==> config.mk <==
export PLATFORM = sky130hd
export DESIGN_NAME = mesh_frame_deframer_top
export DESIGN_NICKNAME = d
export VERILOG_FILES = /design/src/sv/mfd_pkg.sv /design/src/sv/mesh_frame_deframer_top.sv
export SDC_FILE = /design/constraint.sdc
export NUM_CORES = 1
export LEC_CHECK = 0
export BUFFER_PORTS_ARGS = -buffer_cell sky130_fd_sc_hd__buf_2
export CAP_MARGIN = 20
export CORE_MARGIN = 2
export CORE_UTILIZATION = 35
export CTS_CLUSTER_DIAMETER = 150
export CTS_CLUSTER_SIZE = 24
export DETAILED_ROUTE_END_ITERATION = 6
export GPL_TIMING_DRIVEN = 0
export SKIP_CTS_REPAIR_TIMING = 1
export SYNTH_ARGS = -nofsm -noshare
export SYNTH_HDL_FRONTEND = slang
export SYNTH_SLANG_ARGS = --single-unit
==> constraint.sdc <==
create_clock -name clk -period 4.19 [get_ports clk]
set_clock_uncertainty 0.1 [all_clocks]
set_input_delay 0.2095 -clock clk [delete_from_list [all_inputs] [get_ports clk]]
set_output_delay 0.2095 -clock clk [all_outputs]
set_load 0.005 [all_outputs]
==> src/sv/mfd_pkg.sv <==
// shared constants for the mesh frame deframer
package mfd_pkg;

	localparam int unsigned BYTE_W = 8;
	localparam int unsigned ID_W   = 16;
	localparam int unsigned KIND_W = 2;

	// result kinds
	localparam logic [KIND_W-1:0] KIND_ACK    = 2'd0;
	localparam logic [KIND_W-1:0] KIND_DATA   = 2'd1;
	localparam logic [KIND_W-1:0] KIND_EMPTY  = 2'd2;
	localparam logic [KIND_W-1:0] KIND_BADLEN = 2'd3;

	// configuration register indexes
	localparam logic CFG_HDR_FIRST  = 1'b0;
	localparam logic CFG_HDR_SECOND = 1'b1;

	// reset values of the header pair
	localparam logic [BYTE_W-1:0] HDR_FIRST_RST  = 8'hF1;
	localparam logic [BYTE_W-1:0] HDR_SECOND_RST = 8'hDD;

	// ascii "OK"
	localparam logic [BYTE_W-1:0] ASCII_O = 8'h4F;
	localparam logic [BYTE_W-1:0] ASCII_K = 8'h4B;

	// shortest legal length byte: id and skip bytes only
	localparam logic [BYTE_W-1:0] MIN_LEN = 8'd4;

	// bytes swallowed after "OK"
	localparam logic [BYTE_W-1:0] ACK_TAIL = 8'd2;

endpackage

==> src/sv/mesh_frame_deframer_top.sv <==
// receive byte stream deframer for a mesh radio module
//
// usage:
//   input channel (in_valid / in_stall / in_byte) carries one received byte per
//   transfer. output channel (out_valid / out_stall / kind, node_id, data_byte,
//   last_byte) carries zero or one result per input byte: acknowledge, payload
//   byte tagged with the node id, empty message, or bad length.
//   header_first / header_second are written through cfg_we / cfg_index /
//   cfg_wdata while the block is idle; they reset to 0xF1 / 0xDD.
// path: a byte is captured in the input stage; its result (if any) is then
//   written into the output register as soon as that register is free.
// throughput: one byte per cycle unless a result waits on a stalled output;
//   the per-byte state update is a single pass of compare and decrement
//   logic between the input stage and the output register.
// reset: arst_n low clears both stages and puts the deframer back to hunting
//   with no previous byte; the header pair returns to its reset values.
// stall: while out_stall holds a waiting result, a byte in the input stage that
//   has a result waits there and in_stall rises; nothing is dropped. a byte
//   that gives no result never needs the output register and moves on.
module mesh_frame_deframer_top (
	input  logic        clk,
	input  logic        arst_n,
	// configuration
	input  logic        cfg_we,
	input  logic        cfg_index,
	input  logic [7:0]  cfg_wdata,
	// byte input
	input  logic        in_valid,
	output logic        in_stall,
	input  logic [7:0]  in_byte,
	// result output
	output logic        out_valid,
	input  logic        out_stall,
	output logic [1:0]  kind,
	output logic [15:0] node_id,
	output logic [7:0]  data_byte,
	output logic        last_byte
);
	import mfd_pkg::*;

	typedef enum logic [2:0] {
		PH_HUNT    = 3'd0,
		PH_ACK     = 3'd1,
		PH_LEN     = 3'd2,
		PH_ID      = 3'd3,
		PH_SKIP    = 3'd4,
		PH_PAYLOAD = 3'd5,
		PH_ERRSKIP = 3'd6
	} phase_t;

	// header pair registers
	logic [BYTE_W-1:0] hdr_first_q, hdr_second_q;

	// input stage
	logic              valid_s1;
	logic [BYTE_W-1:0] byte_s1;

	// deframer state
	phase_t            phase_q, phase_d;
	logic [BYTE_W-1:0] prev_q, prev_d;     // last hunted byte
	logic [BYTE_W-1:0] rem_q, rem_d;       // bytes left in ack tail, payload or skip
	logic              pos_q, pos_d;       // have-previous flag / second-byte flag
	logic [ID_W-1:0]   id_q, id_d;

	// result of the current byte
	logic              res_v;
	logic [KIND_W-1:0] res_kind;
	logic [ID_W-1:0]   res_id;
	logic [BYTE_W-1:0] res_data;
	logic              res_last;

	logic              out_free;   // output register can take a new result
	logic              go_s1;      // input stage byte is processed this cycle
	logic [BYTE_W-1:0] rem_dec;

	// the output register frees up when empty or when its result is taken
	assign out_free = !out_valid || !out_stall;
	// a byte only waits when it has a result and the output is blocked
	assign go_s1    = valid_s1 && (out_free || !res_v);
	assign in_stall = valid_s1 && !go_s1;

	// header pair registers
	always_ff @(posedge clk or negedge arst_n) begin
		if (!arst_n) begin
			hdr_first_q  <= HDR_FIRST_RST;
			hdr_second_q <= HDR_SECOND_RST;
		end else if (cfg_we) begin
			unique case (cfg_index)
				CFG_HDR_FIRST:  hdr_first_q  <= cfg_wdata;
				CFG_HDR_SECOND: hdr_second_q <= cfg_wdata;
				default:        hdr_first_q  <= hdr_first_q;
			endcase
		end
	end

	// input stage
	always_ff @(posedge clk or negedge arst_n) begin
		if (!arst_n) begin
			valid_s1 <= 1'b0;
		end else if (in_valid && !in_stall) begin
			valid_s1 <= 1'b1;
		end else if (go_s1) begin
			valid_s1 <= 1'b0;
		end
	end

	always_ff @(posedge clk) begin
		if (in_valid && !in_stall) begin
			byte_s1 <= in_byte;
		end
	end

	// per-byte state update and result
	always_comb begin
		phase_d  = phase_q;
		prev_d   = prev_q;
		rem_d    = rem_q;
		pos_d    = pos_q;
		id_d     = id_q;
		res_v    = 1'b0;
		res_kind = KIND_ACK;
		res_id   = '0;
		res_data = '0;
		res_last = 1'b0;
		rem_dec  = rem_q - 8'd1;

		unique case (phase_q)
			PH_ACK: begin
				rem_d = rem_dec;
				if (rem_dec == '0) begin
					phase_d = PH_HUNT;
					pos_d   = 1'b0;
					res_v   = 1'b1;
				end
			end
			PH_LEN: begin
				if (byte_s1 < MIN_LEN) begin
					// bad length: flag it, then skip that many bytes
					if (byte_s1 == '0) begin
						phase_d = PH_HUNT;
						pos_d   = 1'b0;
					end else begin
						phase_d = PH_ERRSKIP;
						rem_d   = byte_s1;
					end
					res_v    = 1'b1;
					res_kind = KIND_BADLEN;
				end else begin
					rem_d   = byte_s1 - MIN_LEN;
					phase_d = PH_ID;
					pos_d   = 1'b0;
				end
			end
			PH_ID: begin
				if (!pos_q) begin
					id_d[ID_W-1:BYTE_W] = byte_s1;
					pos_d               = 1'b1;
				end else begin
					id_d[BYTE_W-1:0] = byte_s1;
					phase_d          = PH_SKIP;
					pos_d            = 1'b0;
				end
			end
			PH_SKIP: begin
				if (!pos_q) begin
					pos_d = 1'b1;
				end else if (rem_q == '0) begin
					// empty message reported on the second skipped byte
					phase_d  = PH_HUNT;
					pos_d    = 1'b0;
					res_v    = 1'b1;
					res_kind = KIND_EMPTY;
					res_id   = id_q;
				end else begin
					phase_d = PH_PAYLOAD;
					pos_d   = 1'b0;
				end
			end
			PH_PAYLOAD: begin
				rem_d    = rem_dec;
				res_v    = 1'b1;
				res_kind = KIND_DATA;
				res_id   = id_q;
				res_data = byte_s1;
				res_last = (rem_dec == '0);
				if (rem_dec == '0) begin
					phase_d = PH_HUNT;
					pos_d   = 1'b0;
				end
			end
			PH_ERRSKIP: begin
				rem_d = rem_dec;
				if (rem_dec == '0) begin
					phase_d = PH_HUNT;
					pos_d   = 1'b0;
				end
			end
			default: begin
				// hunting; the header pair wins over "OK"
				if (pos_q && prev_q == hdr_first_q && byte_s1 == hdr_second_q) begin
					phase_d = PH_LEN;
					pos_d   = 1'b0;
				end else if (pos_q && prev_q == ASCII_O && byte_s1 == ASCII_K) begin
					phase_d = PH_ACK;
					rem_d   = ACK_TAIL;
					pos_d   = 1'b0;
				end else begin
					phase_d = PH_HUNT;
					prev_d  = byte_s1;
					pos_d   = 1'b1;
				end
			end
		endcase
	end

	// deframer state registers
	always_ff @(posedge clk or negedge arst_n) begin
		if (!arst_n) begin
			phase_q <= PH_HUNT;
			prev_q  <= '0;
			rem_q   <= '0;
			pos_q   <= 1'b0;
			id_q    <= '0;
		end else if (go_s1) begin
			phase_q <= phase_d;
			prev_q  <= prev_d;
			rem_q   <= rem_d;
			pos_q   <= pos_d;
			id_q    <= id_d;
		end
	end

	// output register
	always_ff @(posedge clk or negedge arst_n) begin
		if (!arst_n) begin
			out_valid <= 1'b0;
		end else if (out_free) begin
			out_valid <= go_s1 && res_v;
		end
	end

	always_ff @(posedge clk) begin
		if (out_free && go_s1 && res_v) begin
			kind      <= res_kind;
			node_id   <= res_id;
			data_byte <= res_data;
			last_byte <= res_last;
		end
	end

endmodule

# Word-level counts from Yosys, hierarchy flattened
# Index checks and enable logic that the tools add are counted.
[classes]
reduce_logical = 33
bitwise = 6
add_sub_neg = 2
n_eq_ne = 16
order_cmp = 1
mux = 35
[op_table]
columns = ["op", "count"]
rows = [
  ["$mux W16", 2],
  ["$mux W8", 4],
  ["$pmux W16 S2", 1],
  ["$logic_not A8 Y1", 3],
  ["$pmux W8 S3", 1],
  ["$mux W3", 6],
  ["$eq A8 B7 Y1 const B", 2],
  ["$eq A8 B8 Y1", 2],
  ["$mux W1", 13],
  ["$pmux W3 S4", 1],
  ["$logic_and A1 B1 Y1", 10],
  ["$eq A3 B3 Y1 const B", 3],
  ["$reduce_and A3 Y1", 3],
  ["$lt A8 B3 Y1 const B", 1],
  ["$mux W2", 4],
  ["$reduce_and A4 Y1", 2],
  ["$sub A8 B1 Y8 const B", 1],
  ["$sub A8 B3 Y8 const B", 1],
  ["$eq A3 B2 Y1 const B", 2],
  ["$ne A3 B3 Y1 const B", 2],
  ["$not A1 Y1", 6],
  ["$pmux W2 S3", 1],
  ["$reduce_or A6 Y1", 1],
  ["$logic_not A1 Y1", 5],
  ["13 further kinds", 16],
]
[totals]
regBits = 89
output_inout_bits = 29
in_bits = 22
elab_cells = 108

# Depth between registers and ports, before layout
# Gate-level depths: netlist of run 1.
[depth]
depth_word = 12
mapped_depth = 10
ltp_nobuf = 8

# Least setup slack after synthesis of run 1
# OpenSTA, ideal clock, no wires.
[synth_timing]
kind = "reg2reg"
start = "register byte_s1[2]"
end = "register data_byte[0], enable pin"
setup_slack_ns = 0.369
required_time_ns = 3.670
n_path_buf = 1
setup_time_ns = 0.420
period_less_slack_ns = 3.821
t_arrival_ns = 3.301
stages_incl_launch_ff = 9
cell_sequence = "edfxtp_1 -> clkbuf_1 -> inv_1 -> ha_1 -> or3b_1 -> or3_1 -> o21ai_0 -> o21ai_1 -> a21oi_1"
[synth_via]
elab_chain_len = 8
[synth_rtl]
columns = ["item", "line", "source"]
rows = [
  ["start, declared", "mesh_frame_deframer_top.sv:56", "logic [BYTE_W-1:0] byte_s1;"],
  ["start signal, assigned", "mesh_frame_deframer_top.sv:109", "byte_s1 <= in_byte;"],
  ["$lt A8 B3 Y1 (*)", "mesh_frame_deframer_top.sv:137", "if (byte_s1 < MIN_LEN) begin"],
  ["$mux W1 (*)", "mesh_frame_deframer_top.sv:137", ""],
  ["$pmux W1 S4 (*)", "mesh_frame_deframer_top.sv:127", "unique case (phase_q)"],
  ["$logic_not A1 Y1", "mesh_frame_deframer_top.sv:79", "assign go_s1 = valid_s1 && (out_free || !res_v);"],
  ["$logic_or A1 B1 Y1", "mesh_frame_deframer_top.sv:79", ""],
  ["$logic_and A1 B1 Y1", "mesh_frame_deframer_top.sv:79", ""],
  ["$logic_and A1 B1 Y1", "mesh_frame_deframer_top.sv:243", "if (out_free && go_s1 && res_v) begin"],
  ["$logic_and A1 B1 Y1 (*)", "mesh_frame_deframer_top.sv:243", ""],
  ["end signal, assigned", "mesh_frame_deframer_top.sv:246", "data_byte <= res_data;"],
  ["end, declared", "mesh_frame_deframer_top.sv:36", "output logic [7:0] data_byte,"],
]
# Every way passes the cells marked *; elsewhere a longest branch is shown, timed or not.
# A chain may end at the register's enable or synchronous reset.

# Worst setup path in the final report of run 1
[layout_timing]
start = "register byte_s1[2]"
end = "register node_id[14], enable pin"
[layout_via]
elab_chain_len = 8
[layout_rtl]
columns = ["item", "line", "source"]
rows = [
  ["$lt A8 B3 Y1 (*)", "mesh_frame_deframer_top.sv:137", ""],
  ["$mux W1 (*)", "mesh_frame_deframer_top.sv:137", ""],
  ["$pmux W1 S4 (*)", "mesh_frame_deframer_top.sv:127", ""],
  ["$logic_not A1 Y1", "mesh_frame_deframer_top.sv:79", ""],
  ["$logic_or A1 B1 Y1", "mesh_frame_deframer_top.sv:79", ""],
  ["$logic_and A1 B1 Y1", "mesh_frame_deframer_top.sv:79", ""],
  ["$logic_and A1 B1 Y1", "mesh_frame_deframer_top.sv:243", ""],
  ["$logic_and A1 B1 Y1 (*)", "mesh_frame_deframer_top.sv:243", ""],
  ["end signal, assigned", "mesh_frame_deframer_top.sv:245", "node_id <= res_id;"],
  ["end, declared", "mesh_frame_deframer_top.sv:35", "output logic [15:0] node_id,"],
]
# Marked as above.

==> results by group, run 1 <==
Finish
  – Fraction of layout cells with a size suffix above 1: between 30% and 40%
  – P&R area growth vs syn: 20.47%
  – Post-layout instance area: 0.005235 mm2
  – Ant diodes: 0
  – Nets: 451

Critical path
  – Worst-path fanout max: 20
  – CP Data Arrival Time: ~3.6 ns
  – CP required: 4.13 ns
  – R2r startpoint: byte_s1[2]
  – CP Launch Type: register
  – Worst reg2reg endpoint: node_id[14]
  – Setup CP Type: reg2reg
  – Critical Path End Type: register
  – Worst reg-to-reg path cell count: 9
  – R2r setup slk: 0.56 ns

Synth
  – #FFs+latches synth: 89
  – Synth Instances: 349
  – Synth top cells by count: dfrtp_1, edfxtp_1, mux2_2
  – Distinct cells, synth: 63
  – Dominant cell type by area after synthesis: dfrtp_1
  – Syn Area/Cell: 12.45 um2
  – YS warnings: 0
  – Post-Syn Area: 0.004345 mm2
  – Ys async rst share: 60.67%
  – Synth top area cells: dfrtp_1, edfxtp_1, mux2_2, dfstp_2, mux2_4
  – Number of synthesized flops with an enable pin: 35
  – Synth Flop Type: dfrtp_1
  – Synthesized Nets: 377
  – Sequential area share after synthesis: between 50% and 60%
  – Most repeated cell in the gate-level netlist after synthesis: dfrtp_1
  – Yosys top cell area share: between 20% and 30%

Die
  – Core area: 0.01206 mm2
  – Area of the die: 0.01332 mm2
  – Std-Cell Rows: 40
  – Initial Utilization: a little over a third
  – Height of the die: 115.4 um
  – I/O pin cnt: 51
  – Die Wd: 115.4 um

Power and ir drop
  – Final Total Pwr: 0.003036 W
  – Leakage power: 2.123 nW
  – Peak VDD IR: 0.3308 mV
  – PwrDens: 580.0 mW/mm2

Timing
  – Pins Over Slew Limit: 0
  – Final setup viols: 0
  – Slew HR: 46.17%
  – RSZ-0062 raised after global routing: no
  – Post-route setup slack: roughly 0.56 ns
  – Worst Tran Pin Value: 0.7991 ns
  – F_max: 275.8 MHz
  – Fin. Hold Viols: 0
  – Period Utilization, post-route: 86.53%
  – WHS: 0.01008 ns
  – Crit path time final: 3.626 ns

GRT
  – Vias in the first global route: just under 3000
  – GRT Overall Usage: about 15%
  – First-pass GRT wire length: 15.47 mm
  – Gr ovfl total: 0
  – Largest net degree at the start of global routing: 37
  – Initial antenna violation count: 0

Placed design
  – Placed cell area: 0.004850 mm2
  – Worst slack at placement: between 0.6 and 0.7 ns
  – Final HPWL DP: 6.898 mm
  – GPL Wtd Cong: 0.8707
  – Number of port buffers: 50

Route
  – Wire length per cell: 15.89 um
  – Via count: 2965
  – DRC violations left: 0
  – Vias per inst: 4.975
  – Post-Route WL: 9.468 mm
  – Initial DRT Pass Iterations: 4
  – Routed Antenna Nets: 0
  – Number of DRC markers in iteration 0: 140

Clocking
  – CTS sink cnt: 89
  – CTS Buf Count: 9
  – TritonCTS clock tree: done
  – Clk Tree Root Cell: clkbuf_16
  – Clock Pin Slew Worst Setup and Hold Paths: 0.07 ns
  – Worst-Skew Late Latency: 0.34 ns
  – CTS H-tree lvls: 3
  – CTS max path bufs: 2

Run
  – Max-Cap Viols: 0

Hold path
  – Hold path cells: 2
  – Hold Path Class: in2reg
  – Hold EP: hdr_second_q[2]
  – Min-delay src: cfg_wdata[2]

Run status
  – Status: finished, final reports clean
-- metal layers --
layer	track usage [%]	wire (um)
met5	0	0
met2	23.47	4234
met1	21.00	4525
met3	3.400	468
met4	6.827	239
-- sequential cells by signal, indices dropped and copies added, names as in the netlist --
signal,cells
byte_s1,8
data_byte,8
hdr_first_q,8
hdr_second_q,8
id_q,16
kind,2
last_byte,1
node_id,16
out_valid,1
phase_q,3
pos_q,1
prev_q,8
rem_q,8
valid_s1,1
-- worst max-delay path, stage by stage, from the launching register on --
cell	delay, ns
edfxtp_1	0.35
clkbuf_1	0.27
inv_1	0.26
ha_1	0.23
or3b_1	0.41
or3_1	0.39
o21ai_0	0.30
o21ai_1	0.25
a21oi_2	0.49
buf_8	0.26
-- through the flow --
stage | utilization [%] | instances | TNS [ns]
after CTS | 42.57 | 586 | 0
after global placement | 39.84 | 567 | -18.09
after global routing | 43.40 | 596 | 0
after detailed placement | 40.21 | 570 | 0
after floorplan | - | 349 | 0
final | 43.40 | 596 | 0
-- kinds of logic after synthesis --
logic type,Yosys count,synth area share (%)
AOI/OAI and AO/OA,47,7.141
xor gates and xnor gates,25,5.212
adders and majority gates,6,1.728
buffers and inverters,22,2.419
DFF,89,55.60
muxes,44,12.04
and+or+nand+nor,116,15.87
-- final cells by class --
| class | count | area (um2) |
|---|---|---|
| Fill cell | 1143 | 6827 |
| Sequential cell | 89 | 2416 |
| Multi-Input combinational cell | 238 | 1828 |
| Timing Repair Buffer | 63 | 390.4 |
| Clock buffer | 9 | 225.2 |
| Tap cell | 168 | 210.2 |
| Buffer | 17 | 86.33 |
| Clock inverter | 7 | 60.06 |
| Inverter | 5 | 18.77 |
-- how the worst max path moves through the flow --
| stage | start | to | cells after the start |
|---|---|---|---|
| floorplan | byte_s1[2] | data_byte[0] | 8 |
| global placement | byte_s1[2] | node_id[13] | 8 |
| detailed placement | byte_s1[2] | node_id[12] | 9 |
| CTS | byte_s1[2] | node_id[12] | 9 |
| global route | byte_s1[2] | node_id[13] | 9 |
| finish | byte_s1[2] | node_id[14] | 9 |
-- cell usage in the layout, fill, tap and decap left out, types with 3 or more instances in the layout --
cell	count
edfxtp_1	35
a21oi_1	6
clkbuf_16	9
xnor2_1	13
o21ai_0	12
inv_1	5
and3_1	10
nor3_1	6
nand4_1	8
nand2b_1	5
nand3_1	3
clkinvlp_4	3
a21boi_0	3
mux2_4	8
nand2_1	19
dfrtp_1	43
a31oi_1	3
dfstp_2	11
mux2_2	32
inv_6	3
dlygate4sd3_1	10
buf_2	57
ha_1	6
clkbuf_1	8
nor2b_1	5
nor4_1	3
nor2_1	18
and2_1	17
xor2_1	11
-- report_power, final --
| part | switching (W) | total (W) | internal, W |
|---|---|---|---|
| Sequential | 0.000150 | 0.00128 | 0.00113 |
| Clock | 0.000353 | 0.000765 | 0.000412 |
| Combinational | 0.000512 | 0.000988 | 0.000476 |
No activity file was read; power rests on OpenSTA's default activity.
==> run 2, diff against run 1 <==
--- a/config.mk
+++ b/config.mk
@@ -5,9 +5,9 @@
 export SDC_FILE = /design/constraint.sdc
 export NUM_CORES = 1
 export LEC_CHECK = 0
+export ABC_CLOCK_PERIOD_IN_PS = 4190
 export BUFFER_PORTS_ARGS = -buffer_cell sky130_fd_sc_hd__buf_2
 export CAP_MARGIN = 20
-export CORE_MARGIN = 2
 export CORE_UTILIZATION = 35
 export CTS_CLUSTER_DIAMETER = 150
 export CTS_CLUSTER_SIZE = 24
==> results by group, run 2 (synthesis gave the netlist of run 1 again) <==
Run status
  – Status: complete, but fails checks
  – Failing checks: hold timing

Critical path
  – Critical path's largest stage delay: 0.47 ns (-0.02 ns)
  – Cells along the critical path: clkbuf_1 -> inv_1 -> ha_1 -> or3b_1 -> or3_1 -> o21ai_0 -> o21ai_1 -> a21oi_2 -> buf_8
  – Setup CP Type: reg2reg
  – Worst reg2reg endpoint: node_id[12]
  – Worst reg-to-reg path cell count: 9 (unchanged)
  – Worst path slowest cell: a21oi_2
  – Critical Path End: node_id[12]
  – CP Launch Type: register
  – Critical Path End Type: register
  – R2r setup slk: 0.57 ns (about the same)
  – CP required: 4.13 ns (about the same)
  – CP Data Arrival Time: 3.56 ns (about the same)
  – Worst setup startpoint: byte_s1[2]
  – R2r startpoint: byte_s1[2]
  – Worst-path fanout max: 20 (unchanged)

GRT
  – GRT Overall Usage: 15.75% (+0.40 points)
  – Vias in the first global route: 2959 (+1.2%)
  – Largest net degree at the start of global routing: 35 (-5.4%)
  – Initial antenna violation count: 0 (unchanged)
  – Gr ovfl total: 0 (unchanged)
  – First-pass GRT wire length: 15.46 mm (about the same)

Clocking
  – CTS Buf Count: 9 (unchanged)
  – Clock Pin Slew Worst Setup and Hold Paths: 0.06 ns (about the same)
  – Worst-Skew Late Latency: 0.34 ns (about the same)
  – TritonCTS clock tree: done
  – Clk Tree Root Cell: clkbuf_16
  – CTS H-tree lvls: 3 (unchanged)
  – CTS max path bufs: 2 (unchanged)
  – CTS sink cnt: 89 (unchanged)

Die
  – Initial Utilization: 36.03% (unchanged)
  – Std-Cell Rows: 40 (unchanged)
  – Core area: 0.01206 mm2 (unchanged)
  – Area of the die: 0.01287 mm2 (-3.4%)
  – Height of the die: 113.4 um (-1.7%)
  – I/O pin cnt: 51 (unchanged)
  – Die Wd: 113.4 um (-1.7%)

Finish
  – Post-layout instance area: 0.005264 mm2 (+0.55%)
  – Most frequent cells in the layout: buf_2, dfrtp_1, edfxtp_1
  – Fraction of layout cells with a size suffix above 1: 32.08% (+0.075 points)
  – Most common cell after layout, fill and taps aside: buf_2
  – Nets: 450 (-0.22%)
  – Ant diodes: 0 (unchanged)
  – Register area: 0.002416 mm2 (unchanged)
  – Fin util: 43.64% (+0.24 points)
  – Area of the multi-input gates: 0.001828 mm2 (unchanged)
  – P&R area growth vs syn: 21.13%
  – Final Non-Filler Cells: 595 (-0.17%)
  – Number of fill cells in the layout: 1141 (-0.17%)
  – Biggest registers after layout: id_q (16), node_id (16)

Power and ir drop
  – Peak VDD IR: 0.2685 mV (-19%)
  – PwrDens: 596.2 mW/mm2 (+2.8%)
  – Leakage power: 2.145 nW (+1.0%)
  – Final Total Pwr: 0.003138 W (+3.4%)

Run
  – Max-Cap Viols: 0 (unchanged)

Route
  – Vias per inst: 4.963 (-0.24%)
  – Initial DRT Pass Iterations: 4 (unchanged)
  – DRC violations left: 0 (unchanged)
  – Post-Route WL: 9.350 mm (-1.2%)
  – Routed Antenna Nets: 0 (unchanged)
  – Wire length per cell: 15.71 um (-1.1%)
  – Via count: 2953 (-0.40%)
  – Number of DRC markers in iteration 0: 193 (+38%)

Timing
  – Period Utilization, post-route: 86.32% (-0.22 points)
  – Crit path time final: 3.617 ns (-0.009119 ns)
  – Worst Tran Pin Value: 0.7258 ns (-0.07321 ns)
  – F_max: 276.5 MHz (+0.25%)
  – WHS: -0.005372 ns (-0.01545 ns)
  – RSZ-0062 raised after global routing: no
  – Fin. Hold Viols: 1 (+1)
  – Final setup viols: 0 (unchanged)
  – Pins Over Slew Limit: 0 (unchanged)
  – Slew HR: 51.10% (+4.9 points)

Placed design
  – GPL Wtd Cong: 0.8955 (+2.8%)
  – Placed cells: 569 (-0.18%)
  – Number of port buffers: 50 (unchanged)
  – Placed cell area: 0.004845 mm2 (-0.10%)
  – Final HPWL DP: 6.659 mm (-3.5%)

Hold path
  – Hold Path Class: in2reg
-- run 2: layer usage --
layer,track usage [%],share of wire (%),up-vias
li1,-,-,1414
met1,21.03,47,1431
met2,25.19,46,93
met3,3.188,4.8,15
met4,6.316,2.0,0
met5,0,0,-
-- run 2: cell type report --
cell class | instances | area share (%)
flip-flops and latches | 89 | 45.90
multi-input cells | 238 | 34.73
repair buffers | 62 | 7.226
clock buffers | 9 | 4.279
well taps | 168 | 3.993
clock inverters | 7 | 1.878
plain buffers | 17 | 1.640
inverters | 5 | 0.3565
-- run 2: how the worst min path moves through the flow --
stage          startpoint             end  slack (ns)  cells after the start
3_5_place_dp       arst_n       out_valid        0.12                      1
5_1_grt          in_valid        valid_s1       0.002                      2
4_1_cts            arst_n        rem_q[4]       -0.24                      1
3_3_place_gp   in_byte[2]      byte_s1[2]        0.29                      1
6_report         in_valid        valid_s1      -0.005                      2
2_1_floorplan      arst_n  hdr_first_q[1]       -0.19                      0
-- run 2: power by group --
group          internal [W]  leakage [nW]  switching (W)
sequential          0.00113         0.960       0.000148
combinational      0.000475          1.03       0.000512
clock              0.000527         0.157       0.000343
-- run 2: critical path, delay by kind of cell, from the launching register on --
kind	cells	cell delay, ns
AO/OA/AOI/OAI	3	1.00
adder cells (fa/ha/maj)	1	0.24
buffers and inverters	3	0.77
flip-flops	1	0.35
AND/OR/NAND/NOR	2	0.83
-- run 2: through the flow --
stage | hold WS [ns] | setup WS [ns] | TNS (ns)
after floorplan | -0.1861 | 0.3690 | 0
after global placement | 0.2873 | -0.7112 | -19.15
after detailed placement | 0.1243 | 0.5549 | 0
after CTS | -0.2380 | 0.5497 | 0
after global routing | 0.002043 | 0.3235 | 0
final | -0.005372 | 0.5734 | 0
